File: src/design/i2cms_pkg.sv
// Package for the I2C master byte sequencer.
// Holds the command codes, packing widths and the controller/datapath command
// and status structs. No dependencies.
package i2cms_pkg;

   // Command codes carried in the operation field
   localparam logic [1:0] OP_START = 2'd0;
   localparam logic [1:0] OP_STOP  = 2'd1;
   localparam logic [1:0] OP_WRITE = 2'd2;
   localparam logic [1:0] OP_READ  = 2'd3;

   localparam int BYTE_BITS     = 8;
   localparam int REQ_DATA_BITS = 24;  // 2 + 8 + 8 bits, padded to whole bytes
   localparam int RSP_DATA_BITS = 16;  // 1 + 1 + 1 + 8 bits, padded to whole bytes

   // Controller -> datapath command, one per cycle
   typedef struct packed {
      logic load;       // capture the byte for a new command
      logic rotate;     // rotate the byte left by one bit
      logic emit;       // write one slot into the output register
      logic scl;        // clock level of the slot
      logic sda_data;   // SDA follows the byte's MSB instead of sda_const
      logic sda_const;  // fixed SDA level of the slot
      logic drv;        // master drives SDA
      logic put_rd;     // place the assembled byte on this slot
      logic last;       // final slot of the command
   } dp_cmd_type;

   // Datapath -> controller status
   typedef struct packed {
      logic slot_free;  // output register can take a slot this cycle
   } dp_status_type;

endpackage

File: src/design/i2cms_ctrl.sv
// Controller of the I2C master byte sequencer.
// Walks the slots of start, stop, write and read commands with a bit counter
// and a phase counter. Depends on i2cms_pkg.
module i2cms_ctrl (
   input  logic                     clock,
   input  logic                     reset,
   input  logic                     cmd_valid,
   input  logic [1:0]               cmd_op,
   output logic                     cmd_ready,
   input  i2cms_pkg::dp_status_type dp_status,
   output i2cms_pkg::dp_cmd_type    dp_cmd
);

   localparam logic [2:0] ST_IDLE  = 3'd0;
   localparam logic [2:0] ST_START = 3'd1;
   localparam logic [2:0] ST_STOP  = 3'd2;
   localparam logic [2:0] ST_BITS  = 3'd3;
   localparam logic [2:0] ST_ACK   = 3'd4;

   localparam logic [1:0] PH_LAST = 2'd2;

   logic [2:0] state_ff, state_in;
   logic [2:0] bit_cnt_ff, bit_cnt_in;
   logic [1:0] phase_ff, phase_in;
   logic       is_read_ff, is_read_in;
   logic       adv;

   assign cmd_ready = (state_ff == ST_IDLE);
   assign adv       = dp_status.slot_free;

   // Next state and slot pattern
   always_comb begin
      state_in   = state_ff;
      bit_cnt_in = bit_cnt_ff;
      phase_in   = phase_ff;
      is_read_in = is_read_ff;
      dp_cmd     = '0;
      unique case (state_ff)
         ST_IDLE: begin
            if (cmd_valid) begin
               dp_cmd.load = 1'b1;
               bit_cnt_in  = '0;
               phase_in    = '0;
               is_read_in  = (cmd_op == i2cms_pkg::OP_READ);
               unique case (cmd_op)
                  i2cms_pkg::OP_START: state_in = ST_START;
                  i2cms_pkg::OP_STOP:  state_in = ST_STOP;
                  i2cms_pkg::OP_WRITE: state_in = ST_BITS;
                  i2cms_pkg::OP_READ:  state_in = ST_BITS;
                  default:             state_in = ST_IDLE;
               endcase
            end
         end
         ST_START, ST_STOP: begin
            // SDA falls (start) or rises (stop) while SCL is high
            dp_cmd.emit      = adv;
            dp_cmd.scl       = 1'b1;
            dp_cmd.drv       = 1'b1;
            dp_cmd.sda_const = (phase_ff == 2'd0) ^ (state_ff == ST_STOP);
            dp_cmd.last      = (phase_ff != 2'd0);
            if (adv) begin
               if (phase_ff != 2'd0) begin
                  state_in = ST_IDLE;
               end else begin
                  phase_in = 2'd1;
               end
            end
         end
         ST_BITS: begin
            dp_cmd.emit      = adv;
            dp_cmd.sda_const = 1'b1;
            if (is_read_ff) begin
               // released SDA; SCL high, high, low
               dp_cmd.scl = (phase_ff != PH_LAST);
            end else begin
               dp_cmd.scl      = (phase_ff == 2'd1);
               dp_cmd.sda_data = 1'b1;
               dp_cmd.drv      = 1'b1;
            end
            if (adv) begin
               if (phase_ff == PH_LAST) begin
                  dp_cmd.rotate = 1'b1;
                  phase_in      = '0;
                  bit_cnt_in    = bit_cnt_ff + 3'd1;
                  if (bit_cnt_ff == 3'(i2cms_pkg::BYTE_BITS - 1)) begin
                     state_in = ST_ACK;
                  end
               end else begin
                  phase_in = phase_ff + 2'd1;
               end
            end
         end
         ST_ACK: begin
            // released acknowledge clock, never sampled
            dp_cmd.emit      = adv;
            dp_cmd.scl       = (phase_ff == 2'd1);
            dp_cmd.sda_const = 1'b1;
            dp_cmd.last      = (phase_ff == PH_LAST);
            dp_cmd.put_rd    = (phase_ff == PH_LAST) && is_read_ff;
            if (adv) begin
               if (phase_ff == PH_LAST) begin
                  state_in = ST_IDLE;
               end else begin
                  phase_in = phase_ff + 2'd1;
               end
            end
         end
         default: begin
            state_in = ST_IDLE;
         end
      endcase
   end

   // Control registers
   always_ff @(posedge clock) begin
      if (reset) begin
         state_ff   <= ST_IDLE;
         bit_cnt_ff <= '0;
         phase_ff   <= '0;
         is_read_ff <= 1'b0;
      end else begin
         state_ff   <= state_in;
         bit_cnt_ff <= bit_cnt_in;
         phase_ff   <= phase_in;
         is_read_ff <= is_read_in;
      end
   end

endmodule

File: src/design/i2cms_datapath.sv
// Datapath of the I2C master byte sequencer.
// Byte shift register (rotating, so a read returns the sampled byte) and the
// registered output slot with its valid flag. Depends on i2cms_pkg.
module i2cms_datapath (
   input  logic                     clock,
   input  logic                     reset,
   input  i2cms_pkg::dp_cmd_type    dp_cmd,
   output i2cms_pkg::dp_status_type dp_status,
   input  logic [1:0]               load_op,
   input  logic [7:0]               load_write_data,
   input  logic [7:0]               load_target_bits,
   output logic                     out_valid,
   input  logic                     out_ready,
   output logic                     out_scl,
   output logic                     out_sda_value,
   output logic                     out_sda_driven,
   output logic [7:0]               out_read_data,
   output logic                     out_last
);

   logic [7:0] shift_ff, shift_in;
   logic       valid_ff, valid_in;
   logic       scl_ff, sda_ff, drv_ff, last_ff;
   logic [7:0] rd_ff;

   assign dp_status.slot_free = !valid_ff || out_ready;

   // Byte register: load on command, rotate after each bit clock
   always_comb begin
      shift_in = shift_ff;
      if (dp_cmd.load) begin
         shift_in = (load_op == i2cms_pkg::OP_READ) ? load_target_bits : load_write_data;
      end else if (dp_cmd.rotate) begin
         shift_in = {shift_ff[6:0], shift_ff[7]};
      end
   end

   // Output valid flag
   always_comb begin
      valid_in = valid_ff;
      if (dp_cmd.emit) begin
         valid_in = 1'b1;
      end else if (out_ready) begin
         valid_in = 1'b0;
      end
   end

   always_ff @(posedge clock) begin
      if (reset) begin
         valid_ff <= 1'b0;
         shift_ff <= '0;
      end else begin
         valid_ff <= valid_in;
         shift_ff <= shift_in;
      end
   end

   // Slot payload; reset value is SCL high, SDA high driven
   always_ff @(posedge clock) begin
      if (reset) begin
         scl_ff  <= 1'b1;
         sda_ff  <= 1'b1;
         drv_ff  <= 1'b1;
         rd_ff   <= '0;
         last_ff <= 1'b0;
      end else if (dp_cmd.emit) begin
         scl_ff  <= dp_cmd.scl;
         sda_ff  <= dp_cmd.sda_data ? shift_ff[7] : dp_cmd.sda_const;
         drv_ff  <= dp_cmd.drv;
         rd_ff   <= dp_cmd.put_rd ? shift_ff : 8'd0;
         last_ff <= dp_cmd.last;
      end
   end

   assign out_valid      = valid_ff;
   assign out_scl        = scl_ff;
   assign out_sda_value  = sda_ff;
   assign out_sda_driven = drv_ff;
   assign out_read_data  = rd_ff;
   assign out_last       = last_ff;

endmodule

File: src/design/i2c_master_byte_sequencer.sv
// I2C master byte sequencer, top level: one command in, a run of pin slots out.
// After a command is accepted its slots enter the output register one per cycle,
// unless the output register is full and rsp_tready is low. Start/stop: 2 slots,
// write/read: 27 slots; the next command is taken only once the controller is
// back in idle, which it reaches as the last slot enters the output register.
// Reset: synchronous, active high; idle, no slot pending, pins SCL high and SDA high driven.
module i2c_master_byte_sequencer (
   input  logic                                  clock,
   input  logic                                  reset,
   input  logic                                  req_tvalid,
   output logic                                  req_tready,
   // [1:0] operation, [9:2] write_data, [17:10] target_bits, [23:18] zero
   input  logic [i2cms_pkg::REQ_DATA_BITS-1:0]   req_tdata,
   output logic                                  rsp_tvalid,
   input  logic                                  rsp_tready,
   // [0] scl_level, [1] sda_value, [2] sda_driven, [10:3] read_data, [15:11] zero
   output logic [i2cms_pkg::RSP_DATA_BITS-1:0]   rsp_tdata,
   output logic                                  rsp_tlast
);

   i2cms_pkg::dp_cmd_type    dp_cmd;
   i2cms_pkg::dp_status_type dp_status;
   logic                     scl, sda, drv;
   logic [7:0]               rd;

   i2cms_ctrl u_ctrl (
      .clock     (clock),
      .reset     (reset),
      .cmd_valid (req_tvalid),
      .cmd_op    (req_tdata[1:0]),
      .cmd_ready (req_tready),
      .dp_status (dp_status),
      .dp_cmd    (dp_cmd)
   );

   i2cms_datapath u_datapath (
      .clock            (clock),
      .reset            (reset),
      .dp_cmd           (dp_cmd),
      .dp_status        (dp_status),
      .load_op          (req_tdata[1:0]),
      .load_write_data  (req_tdata[9:2]),
      .load_target_bits (req_tdata[17:10]),
      .out_valid        (rsp_tvalid),
      .out_ready        (rsp_tready),
      .out_scl          (scl),
      .out_sda_value    (sda),
      .out_sda_driven   (drv),
      .out_read_data    (rd),
      .out_last         (rsp_tlast)
   );

   // Pack the slot fields, lowest first
   assign rsp_tdata = {5'd0, rd, drv, sda, scl};

endmodule

File: config.mk
export PLATFORM = sky130hd
export DESIGN_NAME = i2c_master_byte_sequencer
export DESIGN_NICKNAME = d
export VERILOG_FILES = /design/src/design/i2cms_pkg.sv /design/src/design/i2cms_ctrl.sv /design/src/design/i2cms_datapath.sv /design/src/design/i2c_master_byte_sequencer.sv
export SDC_FILE = /design/constraint.sdc
export NUM_CORES = 1
export LEC_CHECK = 0
export BUFFER_PORTS_ARGS = -buffer_cell sky130_fd_sc_hd__clkbuf_2
export CORE_MARGIN = 2
export CORE_UTILIZATION = 31
export CTS_BUF_LIST = sky130_fd_sc_hd__clkbuf_8 sky130_fd_sc_hd__clkbuf_16
export CTS_CLUSTER_DIAMETER = 200
export DETAILED_ROUTE_END_ITERATION = 12
export GPL_ROUTABILITY_DRIVEN = 1
export GPL_TIMING_DRIVEN = 0
export SLEW_MARGIN = 30
export SYNTH_ARGS = -nofsm -noshare
export SYNTH_HDL_FRONTEND = slang
export SYNTH_SLANG_ARGS = --single-unit
export TNS_END_PERCENT = 100
File: constraint.sdc
create_clock -name clock -period 2.2 [get_ports clock]
set_input_delay 0.44 -clock clock [delete_from_list [all_inputs] [get_ports clock]]
set_output_delay 0.44 -clock clock [all_outputs]
set_load 0.005 [all_outputs]
After elaboration in Yosys (flattened, before gate mapping)
Index checks and enable logic that the tools add are counted.
{ "word_totals": {"output_inout_bits": 19, "input_bits": 28, "elab_cells": 95, "reg_bits": 30} }
{ "op_classes": {"n_eq_ne": 21, "reduce_logical": 18, "addsub": 2, "n_bitwise": 1, "mux": 42} }
{ "ops": {"columns": ["op", "n"], "rows": [
  ["$mux 3", 11],
  ["$mux 8", 4],
  ["$mux 2", 7],
  ["$ne 2x1->1 const B", 7],
  ["$mux 1", 12],
  ["$pmux 3 s4", 1],
  ["$pmux 3 s3", 1],
  ["$ne 2x2->1 const B", 4],
  ["$pmux 2 s4", 1],
  ["$reduce_and 8->1", 1],
  ["$reduce_bool 2->1", 4],
  ["$reduce_and 7->1", 1],
  ["$eq 2x2->1 const B", 3],
  ["$eq 3x2->1 const B", 2],
  ["$eq 3x3->1 const B", 2],
  ["$pmux 1 s2", 3],
  ["$pmux 2 s3", 1],
  ["$pmux 3 s2", 1],
  ["$reduce_or 2->1", 3],
  ["$eq 2x1->1 const B", 2],
  ["$logic_not 2->1", 2],
  ["$reduce_and 4->1", 1],
  ["$reduce_bool 4->1", 1],
  ["$add 3x1->3 const B", 1],
  ["other kinds (8)", 8]
]} }

Longest topological paths before layout
Gate-level depths: netlist of run 1.
{ "logic_depth": {"depth_word": 6, "mapped_depth": 7, "depth_no_buf": 6} }

Cells and area by module
From an unflattened synthesis of run 1, not the netlist that was laid out.
{ "hier_totals": {"hier_cells": 215, "area_unflattened_um2": 1790.5} }
{ "by_module_without_submodules": {"columns": ["module", "area_per_inst_um2", "seq_area_each_um2", "cells_per_inst", "n_inst"], "rows": [
  ["i2cms_datapath", 953.4, 420.4, 109, 1],
  ["i2cms_ctrl", 773.2, 180.2, 97, 1],
  ["i2c_master_byte_sequencer", 63.8, 0.0, 9, 1]
]} }

Worst setup path before layout of run 1
No wires, ideal clock.
{ "synth_timing": {"path_kind": "reg-to-reg", "start": "register u_ctrl.phase_ff[0]", "end": "register u_ctrl.phase_ff[0]", "arrival_ns": 1.558, "period_less_slack_ns": 1.682, "setup_time_ns": 0.123, "stages_incl_launch_ff": 7, "slack_ns": 0.518, "required_time_ns": 2.077, "n_path_buf": 0, "path_cell_list": "dfxtp_1 inv_1 ha_1 or4b_1 o211ai_2 a211oi_2 mux2_1"} }
{ "synth_via": {"elab_chain_len": 4, "elab_cells_between_ends": 11, "cone_classes": "1 x add/sub; 3 x eq/ne; 5 x mux; 2 x reduce/logical"} }
{ "synth_lines": {"columns": ["item", "line_no", "rtl"], "rows": [
  ["start, declared", "i2cms_ctrl.sv:24", "logic [1:0] phase_ff, phase_in;"],
  ["start signal, assigned", "i2cms_ctrl.sv:124", "phase_ff <= phase_in;"],
  ["$add 2x1->2 or $eq 2x2->1 (tied branches)", null, null],
  ["$mux 2 (on tied branches)", "i2cms_ctrl.sv:101, i2cms_ctrl.sv:81", null],
  ["$mux 2 (on tied branches)", "i2cms_ctrl.sv:100, i2cms_ctrl.sv:80", null],
  ["$pmux 2 s4", "i2cms_ctrl.sv:38", "unique case (state_ff)"]
]} }
Parallel ways exist; a longest one is shown, timed or not. The select of a mux whose other input is x is not followed.
A chain may end at the register's enable or synchronous reset.

Final worst setup path of run 1
{ "layout_timing": {"start": "register u_ctrl.state_ff[1]", "end": "output port req_tready"} }
{ "layout_via": {"elab_chain_len": 1} }
{ "layout_lines": {"columns": ["item", "line_no", "rtl"], "rows": [
  ["start, declared", "i2cms_ctrl.sv:22", "logic [2:0] state_ff, state_in;"],
  ["start signal, assigned", "i2cms_ctrl.sv:122", "state_ff <= state_in;"],
  ["$logic_not 3->1", "i2cms_ctrl.sv:28", "assign cmd_ready = (state_ff == ST_IDLE);"],
  ["end, declared", "i2c_master_byte_sequencer.sv:11", "output logic req_tready,"]
]} }
No other way between the ends.

==> key figures, run 1 <==
Run status
  – Run status: complete, no violations

Yosys
  – Primary flip-flop cell chosen by synthesis mapping: sky130_fd_sc_hd__dfxtp_1
  – Synthesized instance count: 200
  – Synthesis Warnings: 0
  – Flip-flop and latch count after synthesis: 30
  – Synth Area per Inst: 8.671 sq um
  – Yosys cell types: 44
  – Netlist area before placement: 1734 sq um
  – Number of enable flip-flop cells after synthesis: 0
  – Share of synthesized registers carrying an async set or reset: 0%
  – Sequential-to-total area share from yosys stat: 34.63%

Global routing
  – Total routing usage reported by global routing: 13.90%
  – Antenna violations before repair: 0
  – Number of global-route vias before repair: 1415
  – Global route total overflow: 0
  – Maximum number of pins on one net before global-route repair: 11
  – Global-route wire length before repair: approximately 6.7 mm

Routing
  – DRT Wirelength: 3.936 mm
  – Number of detailed-route iterations in the first pass: 4
  – Detail-routed net length per standard cell: 12.46 um
  – Routed Antenna Nets: 0
  – Drc violations: 0
  – Vias per std cell: between 4 and 5
  – Starting DRC count in detailed routing: between 100 and 150
  – Total via count after detailed routing: roughly 1.5k

Job
  – Maximum Capacitance Violations: 0

Worst setup path
  – Endpoint of the worst setup timing path: req_tready
  – Worst R2R End: u_ctrl.phase_ff[0]$_SDFFE_PP0P_
  – Worst-path fanout max: 10
  – Cell Chain, Critical Path: buf_6 -> or3_1 -> clkbuf_2 -> inv_1 -> clkbuf_2
  – Max incr delay on CP: 0.35 ns
  – Required time reported for the critical path endpoint: 1.76 ns
  – Setup crit start: u_ctrl.state_ff[1]$_SDFFE_PP0P_
  – Setup slack of the most critical reg-to-reg path: 0.37 ns
  – Library cell contributing the largest single delay on the critical path: sky130_fd_sc_hd__or3_1
  – Crit Path Class: flip-flop to output port
  – Worst EP arrival: approximately 1.4 ns
  – Critical Path End Type: output port
  – Launching point of the worst reg2reg path: u_ctrl.phase_ff[0]$_SDFFE_PP0P_
  – Startpoint types: flip-flop
  – Worst reg-to-reg path cell count: 6
  – Library cell appearing most often on the critical path: sky130_fd_sc_hd__clkbuf_2

Clock network
  – Clock-pin slew on the worst setup and hold paths: about 0.07 ns
  – Post-cts sizing count: 0
  – Buffer type at the clock tree root: sky130_fd_sc_hd__clkbuf_8
  – CTS tree: yes
  – Max clock buf depth: 2
  – Clock Sink Count: 30
  – Clock H-tree levels: 2
  – Skew-Pair Late Insertion Delay: around 0.28 ns
  – Number of buffers inserted for hold repair after clock tree synthesis: 0
  – Number of CTS-inserted buffers: 5
  – Setup bufs post-CTS: 0

Finish
  – Final layout net count: ~280
  – Number of standard cells in the layout, taps in and fillers out: 316
  – Final core utilization: 38.51%
  – Top library cells by usage in the layout, fill and taps aside: sky130_fd_sc_hd__clkbuf_2 (33), sky130_fd_sc_hd__dfxtp_1 (30), sky130_fd_sc_hd__nor2_1 (22), sky130_fd_sc_hd__a211oi_1 (14)
  – Layout cell share with drive strength beyond 1: 27.87%
  – Fin area: about 2100 sq um
  – Layout Area Growth over Synthesis: 20.78%
  – Most common cell after layout, fill and taps aside: sky130_fd_sc_hd__clkbuf_2
  – Fillers: a little under 600
  – Diodes inserted: 0

STA
  – Worst clock skew: 0.004757 ns
  – Setup repair after global routing missed its margin: no
  – Least-Margin Pin Slew: 0.5210 ns
  – Final hold violations: 0
  – Crit path setup slack, layout: 0.3344 ns
  – Post-route clock period utilization: 84.80%
  – Tightest slew margin relative to the limit: 65.19%
  – Post-Route Setup TNS: 0 ns
  – Worst hold margin: 0.4694 ns
  – Post-route minimum period: 1.866 ns
  – Number of failing setup endpoints in the final timing report: 0
  – Max Clock Freq: 536.0 MHz
  – Fin. max-slew vios: 0

Power and ir drop
  – Total chip power: 2.028 mW
  – Worst-case vdd ir drop: 0.0002865 V
  – Pwr/cell area: 968.1 nW/um^2
  – Static Leakage: 0.9486 nW

Hold path
  – Hold WC Path Type: flip-flop to flip-flop

Floorplan
  – Boundary Pins: 47
  – Width of the chip: 78.80 um
  – Floorplan die height: 78.80 um
  – Die area: 6209 sq um
  – Core region area: about 5400 sq um
  – Initial core utilization: 31.88%
  – Cell Rows: 27

Placed design
  – Routability-driven placement congestion ratio: around 0.87
  – DP Wirelength: 2.971 mm
  – Number of buffer cells added on primary ports: 32
  – Placed cells: 308
  – Worst slack at placement: 0.3850 ns
  – Post-detailed-placement cell area: 1999 sq um
-- how the worst min path moves through the flow --
stage / start / to / slack [ns] / cells after the start
finish: u_ctrl.bit_cnt_ff[2]$_SDFFE_PP0P_ / u_ctrl.bit_cnt_ff[2]$_SDFFE_PP0P_ / 0.47 / 2
global route: u_ctrl.bit_cnt_ff[2]$_SDFFE_PP0P_ / u_ctrl.bit_cnt_ff[2]$_SDFFE_PP0P_ / 0.49 / 2
CTS: u_ctrl.bit_cnt_ff[2]$_SDFFE_PP0P_ / u_ctrl.bit_cnt_ff[2]$_SDFFE_PP0P_ / 0.47 / 2
detailed placement: u_ctrl.bit_cnt_ff[2]$_SDFFE_PP0P_ / u_ctrl.bit_cnt_ff[2]$_SDFFE_PP0P_ / 0.46 / 2
global placement: u_datapath.out_sda_driven$_SDFFE_PP1P_ / u_datapath.out_sda_driven$_SDFFE_PP1P_ / 0.46 / 1
floorplan: u_datapath.out_sda_driven$_SDFFE_PP1P_ / u_datapath.out_sda_driven$_SDFFE_PP1P_ / 0.44 / 1
-- logic make-up after synthesis --
logic type	Yosys count	share of synthesized area (%)
simple gates	66	19.91
compound gates	51	20.85
buf+inv	31	11.04
flops	30	34.63
mux	15	9.019
fa+ha+maj	6	4.329
other cells	1	0.2162
-- metal layers --
layer | GRT usage [%] | part of all wire, % | vias to the layer above | wire length, um
li1 | - | - | 790 | -
met1 | 18.99 | 50 | 676 | 1978
met2 | 20.60 | 43 | 43 | 1673
met3 | 3.409 | 5.0 | 8 | 198
met4 | 6.316 | 2.2 | 0 | 86
met5 | 0 | 0 | - | 0
-- state kept, by name, summed over array words and instances (netlist names) --
name	flops
u_datapath.out_scl	1
u_ctrl.state_ff	3
u_datapath.out_sda_driven	1
u_datapath.out_sda_value	1
u_datapath.out_valid	1
u_ctrl.phase_ff	2
u_datapath.shift_ff	8
u_datapath.out_read_data	8
u_ctrl.bit_cnt_ff	3
u_ctrl.is_read_ff	1
u_datapath.out_last	1
-- final cells by class --
class	instances	area, sq um	area share [%]
multi-input combinational	143	957.2	45.70
sequential	30	600.6	28.67
buffer	25	168.9	8.065
timing repair buffer	32	160.2	7.646
tap	72	90.09	4.301
clock buffer	6	82.58	3.943
inverter	6	22.52	1.075
clock inverter	2	12.51	0.5974
-- Yosys cell counts, types with 2 or more instances --
| cell type | instances | area share [%] |
|---|---|---|
| sky130_fd_sc_hd__nand2_1 | 8 | 1.7 |
| sky130_fd_sc_hd__a31oi_1 | 3 | 1.1 |
| sky130_fd_sc_hd__a211oi_1 | 14 | 6.1 |
| sky130_fd_sc_hd__buf_6 | 4 | 2.6 |
| sky130_fd_sc_hd__ha_1 | 6 | 4.3 |
| sky130_fd_sc_hd__mux2_1 | 2 | 1.3 |
| sky130_fd_sc_hd__a22oi_1 | 9 | 3.9 |
| sky130_fd_sc_hd__nor2b_1 | 4 | 1.4 |
| sky130_fd_sc_hd__mux2_2 | 3 | 1.9 |
| sky130_fd_sc_hd__and3_1 | 7 | 2.5 |
| sky130_fd_sc_hd__buf_2 | 5 | 1.4 |
| sky130_fd_sc_hd__o21bai_1 | 2 | 0.87 |
| sky130_fd_sc_hd__mux2i_1 | 10 | 5.8 |
| sky130_fd_sc_hd__nand3_1 | 9 | 2.6 |
| sky130_fd_sc_hd__nor3_1 | 3 | 0.87 |
| sky130_fd_sc_hd__nor2_1 | 22 | 4.8 |
| sky130_fd_sc_hd__o21a_1 | 2 | 0.87 |
| sky130_fd_sc_hd__dfxtp_1 | 30 | 35 |
| sky130_fd_sc_hd__clkbuf_1 | 5 | 1.1 |
| sky130_fd_sc_hd__o21ai_0 | 5 | 1.4 |
| sky130_fd_sc_hd__nand2b_1 | 2 | 0.72 |
| sky130_fd_sc_hd__a21oi_1 | 8 | 2.3 |
| sky130_fd_sc_hd__inv_1 | 6 | 1.3 |
| sky130_fd_sc_hd__buf_4 | 10 | 4.3 |
| sky130_fd_sc_hd__or4b_1 | 2 | 1.2 |
-- report_power, final --
group | internal [mW] | switching [mW] | leakage, nW
clock | 0.251 | 0.212 | 0.0472
combinational | 0.398 | 0.474 | 0.657
sequential | 0.634 | 0.0584 | 0.245
-- critical path, delay by kind of cell (launching register included) --
family | cells | cell delay [ns]
DFF | 1 | 0.30
buffers and inverters | 4 | 0.49
and+or+nand+nor | 1 | 0.35
Note: power is estimated with default switching activity, not from simulation.
==> run 2, diff against run 1 <==
Clock period 2.2 ns to 1.65 ns, I/O delays scaled along.
==> run 2 against run 1 <==
Effect of this change:
- the run now ends with negative setup slack left
- sequential power is 39% higher
- first-iteration DRC count is the same
- combinational power increased by 50%
- critical path type is now flip-flop to flip-flop
- critical endpoint is now u_ctrl.phase_ff[0]$_SDFFE_PP0P_
==> key figures, run 2 (synthesis gave the netlist of run 1 again) <==
Power and ir drop
  – Net switching fraction of the power: a little over a third
  – Internal Dissipation: 1.843 mW
  – Share of total power in sequential cells: 33.4%
  – Net load switching power: 1.051 mW
  – Worst-case vdd ir drop: 0.0004057 V
  – Combinational cell fraction of total power: 45.4%
  – Pwr/cell area: 1300 nW/um^2
  – Clock network fraction of total power: between 20% and 30%
  – Static Leakage: 0.9918 nW

Floorplan
  – Boundary Pins: 47
  – Width of the chip: 78.80 um
  – Core region area: around 5400 sq um
  – Die area: between 6000 and 7000 sq um
  – Floorplan die height: just under 80 um
  – Cell Rows: 27
  – Initial core utilization: 31.88%

Clock network
  – Number of CTS-inserted buffers: 5
  – Clock H-tree levels: 2
  – Clock Sink Count: 30
  – Skew-Pair Late Insertion Delay: 0.28 ns
  – Clock-pin slew on the worst setup and hold paths: 0.07 ns
  – CTS tree: yes
  – Max clock buf depth: 2
  – Buffer type at the clock tree root: sky130_fd_sc_hd__clkbuf_8

Routing
  – DRT Wirelength: 4.163 mm
  – Number of detailed-route iterations in the first pass: 4
  – Total via count after detailed routing: 1581
  – Drc violations: 0
  – Detail-routed net length per standard cell: 12.93 um
  – Routed Antenna Nets: 0
  – Vias per std cell: 4.910
  – Starting DRC count in detailed routing: 122

Global routing
  – Antenna violations before repair: 0
  – Number of global-route vias before repair: 1433
  – Global-route wire length before repair: 7.017 mm
  – Maximum number of pins on one net before global-route repair: 11
  – Global route total overflow: 0
  – Total routing usage reported by global routing: between 10 and 15%

Finish
  – Most common cell after layout, fill and taps aside: sky130_fd_sc_hd__clkbuf_2
  – Layout Area Growth over Synthesis: 28.35%
  – Diodes inserted: 0
  – Final layout net count: 283
  – Fillers: between 500 and 600
  – Fin area: 2226 sq um
  – Top library cells by usage in the layout, fill and taps aside: sky130_fd_sc_hd__clkbuf_2 (32), sky130_fd_sc_hd__dfxtp_1 (26), sky130_fd_sc_hd__nor2_1 (22), sky130_fd_sc_hd__buf_4 (18), sky130_fd_sc_hd__mux2i_1 (10)
  – Layout cell share with drive strength beyond 1: 38.00%

Placed design
  – Post-detailed-placement cell area: between 2000 and 2500 sq um
  – Number of buffer cells added on primary ports: 32
  – DP Wirelength: 2.937 mm
  – Routability-driven placement congestion ratio: 0.8656
  – Worst slack at placement: -0.1112 ns

Run status
  – Failing checks: negative setup slack
  – Run status: complete, but fails checks

STA
  – Crit path setup slack, layout: -0.01183 ns
  – Post-route minimum period: 1.662 ns
  – Worst clock skew: 0.003706 ns
  – Post-route clock period utilization: 100.7%
  – Fin. max-slew vios: 0
  – Tightest slew margin relative to the limit: a little over 60%
  – Number of failing setup endpoints in the final timing report: 1
  – Max Clock Freq: 601.7 MHz
  – Least-Margin Pin Slew: 0.5678 ns
  – Final hold violations: 0
  – Setup repair after global routing missed its margin: yes
  – Worst hold margin: between 0.4 and 0.5 ns

Worst setup path
  – Worst EP arrival: 1.83 ns
  – Required time reported for the critical path endpoint: 1.81 ns
  – Crit Path Class: flip-flop to flip-flop
  – Worst-path fanout max: 4
  – Startpoint types: flip-flop
  – Critical Path End Type: flip-flop
  – Setup slack of the most critical reg-to-reg path: -0.01 ns

Hold path
  – Hold WC Path Type: input pin to flip-flop

Job
  – Maximum Capacitance Violations: 0
==> run 2: changes by cell type in the layout (fill, tap and decap cells not counted), sizes merged <==
cell  change
buf       +6
==> run 2: path summary, 6_finish.rpt <==
path | start | end | depth (start not counted)
worst max register to register | u_ctrl.phase_ff[0]$_SDFFE_PP0P_ | u_ctrl.phase_ff[0]$_SDFFE_PP0P_ | 6
worst min-delay path | req_tdata[5] | u_datapath.shift_ff[3]$_SDFFE_PP0P_ | 3
worst min register to register | u_ctrl.bit_cnt_ff[2]$_SDFFE_PP0P_ | u_ctrl.bit_cnt_ff[2]$_SDFFE_PP0P_ | 2
worst max-delay path | u_ctrl.phase_ff[0]$_SDFFE_PP0P_ | u_ctrl.phase_ff[0]$_SDFFE_PP0P_ | 6
==> run 2: stage by stage <==
step                utilization (%)   TNS [ns]  cells  power, mW
floorplan                         -          0    204      1.807
global placement              36.81    -0.3310    308      2.089
detailed placement            36.81    -0.9763    308      2.094
CTS                           39.34  -0.003187    318      2.779
global route                  40.92    -0.1139    322      3.115
finish                        40.92   -0.01183    322      2.894
==> run 2: repair_timing <==
action | 4_1_cts | 5_1_grt
buffers inserted | 3 | 5
resized for setup | 10 | 19
pin swaps | 3 | 3
setup endpoints to repair | 6 | 26
hold buffers | 0 | 0
==> run 2: area by class of cell <==
| type | count | area (sq um) | share of cell area (%) |
|---|---|---|---|
| tap | 72 | 90.09 | 4.047 |
| buffer | 23 | 161.4 | 7.251 |
| multi-input combinational | 143 | 1026 | 46.09 |
| clock inverter | 2 | 12.51 | 0.5621 |
| sequential | 30 | 608.1 | 27.32 |
| timing repair buffer | 40 | 220.2 | 9.893 |
| inverter | 6 | 25.02 | 1.124 |
| clock buffer | 6 | 82.58 | 3.710 |
==> run 2: power by group through the flow <==
stage / clock network (mW) / logic (mW) / registers, mW
4_1_cts: 0.634 / 1.21 / 0.935
2_1_floorplan: 0 / 0.890 / 0.918
3_3_place_gp: 0 / 1.15 / 0.938
3_5_place_dp: 0 / 1.15 / 0.942
6_report: 0.616 / 1.31 / 0.965
5_1_grt: 0.679 / 1.45 / 0.987
==> run 2: worst max-delay path: stages, from the launching register on <==
cell	delay, ns
sky130_fd_sc_hd__dfxtp_2	0.35
sky130_fd_sc_hd__inv_4	0.05
sky130_fd_sc_hd__ha_4	0.16
sky130_fd_sc_hd__or4b_1	0.48
sky130_fd_sc_hd__o211ai_2	0.11
sky130_fd_sc_hd__a211oi_2	0.08
sky130_fd_sc_hd__mux2_1	0.32
==> run 2: layer usage <==
layer	up-vias	wire length, um	part of all wire (%)	GRT usage, %
met2	37	1843	44	20.17
met3	5	167	4.0	3.295
met4	0	72	1.7	5.789
li1	804	-	-	-
met5	-	0	0	0
met1	735	2078	50	20.91
